[src/hdl/ugbi_pkg.sv]
// Shared types and codes for the uniform grid bin index.
// No dependencies; imported by all hdl modules of the block.
package ugbi_pkg;
    localparam logic [1:0] ACT_ADD   = 2'd0;
    localparam logic [1:0] ACT_VISIT = 2'd1;
    localparam logic [1:0] ACT_READ  = 2'd2;

    localparam logic [1:0] ST_OK    = 2'd0;
    localparam logic [1:0] ST_FULL  = 2'd1;
    localparam logic [1:0] ST_RANGE = 2'd2;

    localparam logic [2:0] REG_ORIGIN_X = 3'd0;
    localparam logic [2:0] REG_ORIGIN_Z = 3'd1;
    localparam logic [2:0] REG_CELL_W   = 3'd2;
    localparam logic [2:0] REG_CELL_H   = 3'd3;
    localparam logic [2:0] REG_ACROSS   = 3'd4;
    localparam logic [2:0] REG_DOWN     = 3'd5;

    localparam int QW = 33;   // width of an offset from the origin
endpackage

[src/hdl/ugbi_div.sv]
// Radix-2 restoring divider that turns an origin offset into a cell index.
// Depends on ugbi_pkg for the offset width.
module ugbi_div
    import ugbi_pkg::*;
(
    input  logic          aclk,
    input  logic          aresetn,
    input  logic          start,
    input  logic [QW-1:0] dividend,
    input  logic [30:0]   divisor,
    output logic          done,
    output logic [QW-1:0] quotient
);
    logic [QW-1:0] q_reg;
    logic [31:0]   r_reg;
    logic [30:0]   d_reg;
    logic [5:0]    n_reg;
    logic          busy_reg;
    logic [32:0]   trial;

    assign trial    = {r_reg, q_reg[QW-1]} - {2'b0, d_reg};
    assign quotient = q_reg;

    always_ff @(posedge aclk) begin
        if (!aresetn) begin
            busy_reg <= 1'b0;
            done     <= 1'b0;
            n_reg    <= '0;
        end else begin
            done <= 1'b0;
            if (start) begin
                busy_reg <= 1'b1;
                q_reg    <= dividend;
                r_reg    <= '0;
                d_reg    <= (divisor == '0) ? 31'd1 : divisor;
                n_reg    <= 6'(QW);
            end else if (busy_reg) begin
                if (!trial[32]) begin
                    r_reg <= trial[31:0];
                    q_reg <= {q_reg[QW-2:0], 1'b1};
                end else begin
                    r_reg <= {r_reg[30:0], q_reg[QW-1]};
                    q_reg <= {q_reg[QW-2:0], 1'b0};
                end
                n_reg <= n_reg - 6'd1;
                if (n_reg == 6'd1) begin
                    busy_reg <= 1'b0;
                    done     <= 1'b1;
                end
            end
        end
    end
endmodule

[config.mk]
export PLATFORM = sky130hd
export DESIGN_NAME = ugbi_div
export DESIGN_NICKNAME = d
export VERILOG_FILES = /design/src/hdl/ugbi_pkg.sv /design/src/hdl/ugbi_div.sv
export SDC_FILE = /design/constraint.sdc
export NUM_CORES = 1
export LEC_CHECK = 0
export BUFFER_PORTS_ARGS = -buffer_cell sky130_fd_sc_hd__clkbuf_2
export CORE_UTILIZATION = 57
export DETAILED_ROUTE_END_ITERATION = 10
export GPL_TIMING_DRIVEN = 0
export HOLD_SLACK_MARGIN = 0.12
export PLACE_DENSITY = 0.8
export SLEW_MARGIN = 20
export SYNTH_ARGS = -nofsm -noshare
export SYNTH_HDL_FRONTEND = slang
export SYNTH_SLANG_ARGS = --single-unit
[constraint.sdc]
create_clock -name aclk -period 4.3 [get_ports aclk]
set_clock_uncertainty 0.1 [all_clocks]
set_input_delay 0.215 -clock aclk [delete_from_list [all_inputs] [get_ports aclk]]
set_output_delay 0.215 -clock aclk [all_outputs]
set_load 0.05 [all_outputs]
==> results.cfg, run 1 <==
[finish]
layout.area.seq_um2 = 3040
final_area_um2 = 7620
area_delta_synth_final_pct = 25.5
multi_input_area_um2 = 2710
drive_above_1_share_pct = 22.0
largest_reg_flops = 33
fill_cells = 668
antenna_cells = 0
final_nets = 831

[synthesis]
synthesis.area_um2 = 6080
yosysWarnings = 0
syn_inst = 552
synth.yosys.seq_area_share_pct = 50.1
ys.flop_type = edfxtp_1
async_flop_share_pct = 0
synth-seq-cells = 104
avgSynthCellArea_um2 = 11.0
syn-num-nets = 653
synth-edff-count = 96
yosysUniqueCellTypes = 56

[worst_hold_path]
hp-class = input pin to flip-flop

[route]
drt-initial-drc-count = 362
dr_wl_met3_um = 949
drt-pass1-iter-count = 6
wl_um = 15800
wl_per_cell_um = 18.1
vias = 4988
wirelength_met1_um = 6590
ant_nets = 0
drc = 0
highest_layer = met4
route.met2.wl_um = 7790
routed_via_density = 5.73

[global_route]
grt_overflow = 0
antenna_found_initial = 0
grt_usage_pct = 30.1
grt_max_degree = 55
grt_pass1_vias = 5206
grt_pass1_wl_um = 25600

[worst_setup_path]
crit_path_start_kind = flip-flop
crit_path_max_fanout = 10
worstPathCellList = inv_1 > ha_1 > fa_1 > nand2b_1 > a21o_1 > a21oi_1 > o21a_1 > o31a_1 > a21oi_1 > a211oi_4 > buf_6 > nor2_1 > a211oi_1
cp_num_buf_inv = 2
cp_top_family = compound AO/OA/AOI/OAI gates
required_ns = 4.36
worstPathArrival_ns = 3.76
crit_top_cell = a21oi_1
max_stage_delay_ns = 0.47
endpoint_kind = flip-flop
slowest_stage = edfxtp_1
crit_type = flip-flop to flip-flop

[clocking]
clock-sinks = 104
numCtsBuffers = 9
max-clock-path-buffers = 2
root_buffer = clkbuf_8
clkTransAtPathRegs_ns = 0.10
clk_latency_ns = 0.38
cts_tree = built
cts_max_level = 3

[timing]
slew_headroom_pct = 46.3
tightest_slew_ns = 0.806
setup_tns_ns = 0
hold_violations = 0
period_share_pct = 86.1
rsz0062_at_grt = no
slew_viol_final = 0
max_clock_freq_mhz = 270
finalSetupViolCount = 0
fin_crit_ns = 3.70
hold_slack_ns = 0.287

[power]
peakVddDrop_mv = 0.229
finalPower_uw = 2730
power_per_cell_area_nw_per_um2 = 358
power_leakage_uw = 0.00325

[die]
core_area_um2 = 10300
design.die.area_um2 = 11100
die_y_um = 105
start_util_pct = 58.9
die_w_um = 105
rows = 37
ios = 101

[placement]
dpl.hpwl_um = 10100
place_area_um2 = 6810
io_buffer_count = 100
gp_congestion = 0.885

[run_status]
outcome = completed

[flow_run]
drv_cap = 0
-- worst reg2reg max path: stages, from the launching register on --
cell      delay (ns)
edfxtp_1        0.47
inv_1           0.07
ha_1            0.22
fa_1            0.41
nand2b_1        0.18
a21o_1          0.20
a21oi_1         0.19
o21a_1          0.21
o31a_1          0.25
a21oi_1         0.13
a211oi_4        0.40
buf_6           0.22
nor2_1          0.07
a211oi_1        0.36
-- placed cells by master, fill, tap and decap left out, types with 9 or more instances in the layout --
cell           instances
a21oi_1               32
nand2_1               26
edfxtp_1              96
xnor2_1               18
clkbuf_1              38
a21o_1                18
inv_1                 37
xor2_1                11
ha_1                  33
nor2_1                49
dlygate4sd3_1         65
mux2i_1               21
mux2_2                32
clkbuf_2             101
o21ai_0               14
clkbuf_8               9
-- area by class of cell --
type	count	share of cell area (%)
buffer	45	2.59
clock buffer	12	1.77
clock inverter	4	0.361
inverter	37	1.82
multi-input combinational	366	35.5
sequential	104	39.9
tap	136	2.23
timing repair buffer	167	15.8
-- through the flow --
step           setup WS, ns  utilization, %  instances
2_1_floorplan         0.798               -        552
3_3_place_gp          0.597            65.3        788
3_5_place_dp          0.705            66.0        790
4_1_cts               0.688            73.8        871
5_1_grt               0.382            73.8        871
6_report              0.597            73.8        871
-- synth_stat cells, types with 4 or more instances --
cell | n | area [um^2]
ha_1 | 33 | 413
a21boi_0 | 5 | 37.5
mux2i_1 | 21 | 210
o2111ai_1 | 4 | 35.0
a211oi_1 | 8 | 60.1
o21ai_0 | 14 | 70.1
nor2_1 | 49 | 184
a21o_1 | 18 | 135
inv_1 | 37 | 139
nand2_1 | 26 | 97.6
and2_1 | 9 | 56.3
nor4_1 | 7 | 43.8
xor2_1 | 11 | 96.3
clkbuf_1 | 35 | 131
buf_1 | 4 | 15.0
edfxtp_1 | 96 | 2880
dfxtp_1 | 8 | 160
mux2_2 | 32 | 360
a21oi_1 | 32 | 160
nor2b_1 | 7 | 43.8
and3_1 | 7 | 43.8
xnor2_1 | 18 | 158
o211ai_1 | 5 | 37.5
nand2b_1 | 7 | 43.8
nor3_1 | 6 | 30.0
nand4_1 | 4 | 25.0
nand3_1 | 8 | 40.0
o21a_1 | 6 | 45.0
-- worst paths after layout --
check | cells past startpoint | slack, ns | end | start
max reg2reg | 13 | 0.60 | r_reg[14] | quotient[32]
max | 13 | 0.60 | r_reg[14] | quotient[32]
min | 3 | 0.29 | n_reg[5] | start
min reg2reg | 2 | 0.47 | busy_reg | n_reg[5]
-- metal layers --
| metal | global-route usage (%) | vias up |
|---|---|---|
| met1 | 37.1 | 2376 |
| met2 | 52.0 | 226 |
| met4 | 12.9 | 0 |
| met3 | 5.44 | 38 |
| li1 | - | 2348 |
| met5 | 0 | - |
-- cell families (layout without fill, tap and decap cells) --
kind of cell | Yosys count | count (layout) | share of synthesized area, %
AND/OR/NAND/NOR | 137 | 137 | 10.9
AO/OA/AOI/OAI | 112 | 112 | 12.6
flip-flops | 104 | 104 | 50.1
buffers and inverters | 82 | 265 | 5.54
multiplexers | 54 | 54 | 9.58
adder cells (fa/ha/maj) | 34 | 34 | 7.13
XOR/XNOR | 29 | 29 | 4.18
-- power breakdown --
| part | internal [uW] | total, uW | switching (uW) |
|---|---|---|---|
| Combinational | 384 | 901 | 517 |
| Clock | 215 | 564 | 348 |
| Sequential | 1210 | 1260 | 48.5 |
| Total | 1810 | 2730 | 914 |
-- what timing repair did --
action,CTS,global route
endpoints found under the hold margin,71,0
hold buffers,65,0
gates resized for setup,0,0
buffers inserted,0,0
Power figures use the tool's default switching activity.
==> run 2: changes to the inputs <==
- CORE_ASPECT_RATIO: not set -> 2
==> results.cfg, run 2 (synthesized netlist as in run 1, its figures left out) <==
[run_status]
outcome = completed

[worst_setup_path]
endpoint_kind = flip-flop
cp_num_buf_inv = 2
crit_path_start_kind = flip-flop
worstPathCellList = inv_1 > ha_1 > fa_1 > nand2b_1 > a21o_1 > a21oi_1 > o21a_1 > o31a_1 > a21oi_1 > a211oi_4 > buf_6 > mux2i_1 > nor2_1
required_ns = 4.28
max_stage_delay_ns = 0.41
crit_path_max_fanout = 10
rrSetupSlack_ns = 0.54
cp_top_family = compound AO/OA/AOI/OAI gates
slowest_stage = fa_1
crit_top_cell = a21oi_1
crit_type = flip-flop to flip-flop
worstPathArrival_ns = 3.75

[finish]
drive_above_1_share_pct = 22.3
layout.area.seq_um2 = 3040
final_cell_mix = clkbuf_2 (101), edfxtp_1 (96), dlygate4sd3_1 (64), nor2_1 (49), inv_1 (37)
multi_input_area_um2 = 2710
fill_cells = 688
area_delta_synth_final_pct = 27.8
final_common_cell = clkbuf_2
antenna_cells = 0
final_area_um2 = 7760
final_nets = 830
largest_reg_flops = 33

[route]
routed_via_density = 5.77
drc = 0
drt-initial-drc-count = 284
vias = 5022
drt-pass1-iter-count = 5
ant_nets = 0
wl_um = 16300
wl_per_cell_um = 18.7

[placement]
gp_congestion = 0.950
place_area_um2 = 6800
dpl.hpwl_um = 11100
io_buffer_count = 100

[clocking]
cts-resized-gates = 0
numCtsBuffers = 9
cts_tree = built
max-clock-path-buffers = 2
root_buffer = clkbuf_16
clkTransAtPathRegs_ns = 0.07
clock-sinks = 104
clk_latency_ns = 0.35
cts_max_level = 3

[die]
die_y_um = 148
rows = 53
die_w_um = 75.0
design.die.area_um2 = 11100
start_util_pct = 58.4
ios = 101
core_area_um2 = 10400

[power]
peakVddDrop_mv = 0.367
power_leakage_uw = 0.00331
finalPower_uw = 3060
power_per_cell_area_nw_per_um2 = 394

[timing]
hold_violations = 0
rsz0062_at_grt = no
fin_crit_ns = 3.76
period_share_pct = 87.5
slew_viol_final = 0
tightest_slew_ns = 0.815
finalSetupViolCount = 0
max_clock_freq_mhz = 266
setup_tns_ns = 0
slew_headroom_pct = 45.0

[global_route]
antenna_found_initial = 0
grt_overflow = 0
grt_usage_pct = 31.8
grt_pass1_wl_um = 26100
grt_max_degree = 35
grt_pass1_vias = 5601

[flow_run]
drv_cap = 0

[worst_hold_path]
hp-class = input pin to flip-flop
-- run 2: changes by cell type in the layout (fill, tap and decap cells not counted), sizes merged --
| cell | before | now |
|---|---|---|
| clkbuf | 148 | 145 |
| clkinv | 0 | 3 |
| inv | 41 | 38 |
| bufinv | 0 | 2 |
| clkinvlp | 0 | 1 |
| dlygate4sd3 | 65 | 64 |
-- run 2: timing repair --
action,4_1_cts,5_1_grt
hold endpoints to repair,66,0
setup buffers,0,0
hold buffers,64,0
-- run 2: cell type report --
type | instances | share of cell area [%]
buffer | 45 | 2.55
clock buffer | 9 | 2.90
clock inverter | 7 | 1.21
inverter | 37 | 1.79
multi-input combinational | 366 | 34.8
sequential | 104 | 39.2
tap | 137 | 2.21
timing repair buffer | 166 | 15.3
-- run 2: metrics by stage --
| step | worst slack, ns | hold WS (ns) | utilization, % | cells |
|---|---|---|---|---|
| after floorplan | 0.798 | 0.268 | - | 552 |
| after CTS | 0.582 | 0.154 | 74.6 | 871 |
| final | 0.539 | 0.208 | 74.6 | 871 |
| after global routing | 0.339 | 0.217 | 74.6 | 871 |
| after global placement | 0.669 | 0.381 | 64.8 | 789 |
| after detailed placement | 0.626 | 0.387 | 65.4 | 791 |
-- run 2: worst reg2reg max path: stages, from the launching register on --
cell and delay (ns):
edfxtp_1 0.40, inv_1 0.07, ha_1 0.23, fa_1 0.41, nand2b_1 0.19, a21o_1 0.21, a21oi_1 0.26, o21a_1 0.24
o31a_1 0.26, a21oi_1 0.14, a211oi_4 0.38, buf_6 0.24, mux2i_1 0.31, nor2_1 0.07
-- run 2: where the power goes --
group	switching, uW	total (uW)	internal [uW]
combinational	527	910	383
clock	378	889	511
sequential	46.9	1260	1210
-- run 2: worst paths after layout --
check        cells past startpoint   endpoint          from
min reg2reg                      2   n_reg[1]      n_reg[1]
max                             13  r_reg[15]  quotient[32]
max reg2reg                     13  r_reg[15]  quotient[32]
min                              2  d_reg[15]   divisor[15]
-- run 2: metal layers --
| layer | vias up | global-route usage (%) | wire length [um] |
|---|---|---|---|
| met5 | - | 0 | 0 |
| met2 | 197 | 58.4 | 9140 |
| li1 | 2351 | - | - |
| met4 | 0 | 20.9 | 996 |
| met3 | 61 | 5.86 | 732 |
| met1 | 2413 | 30.4 | 5390 |
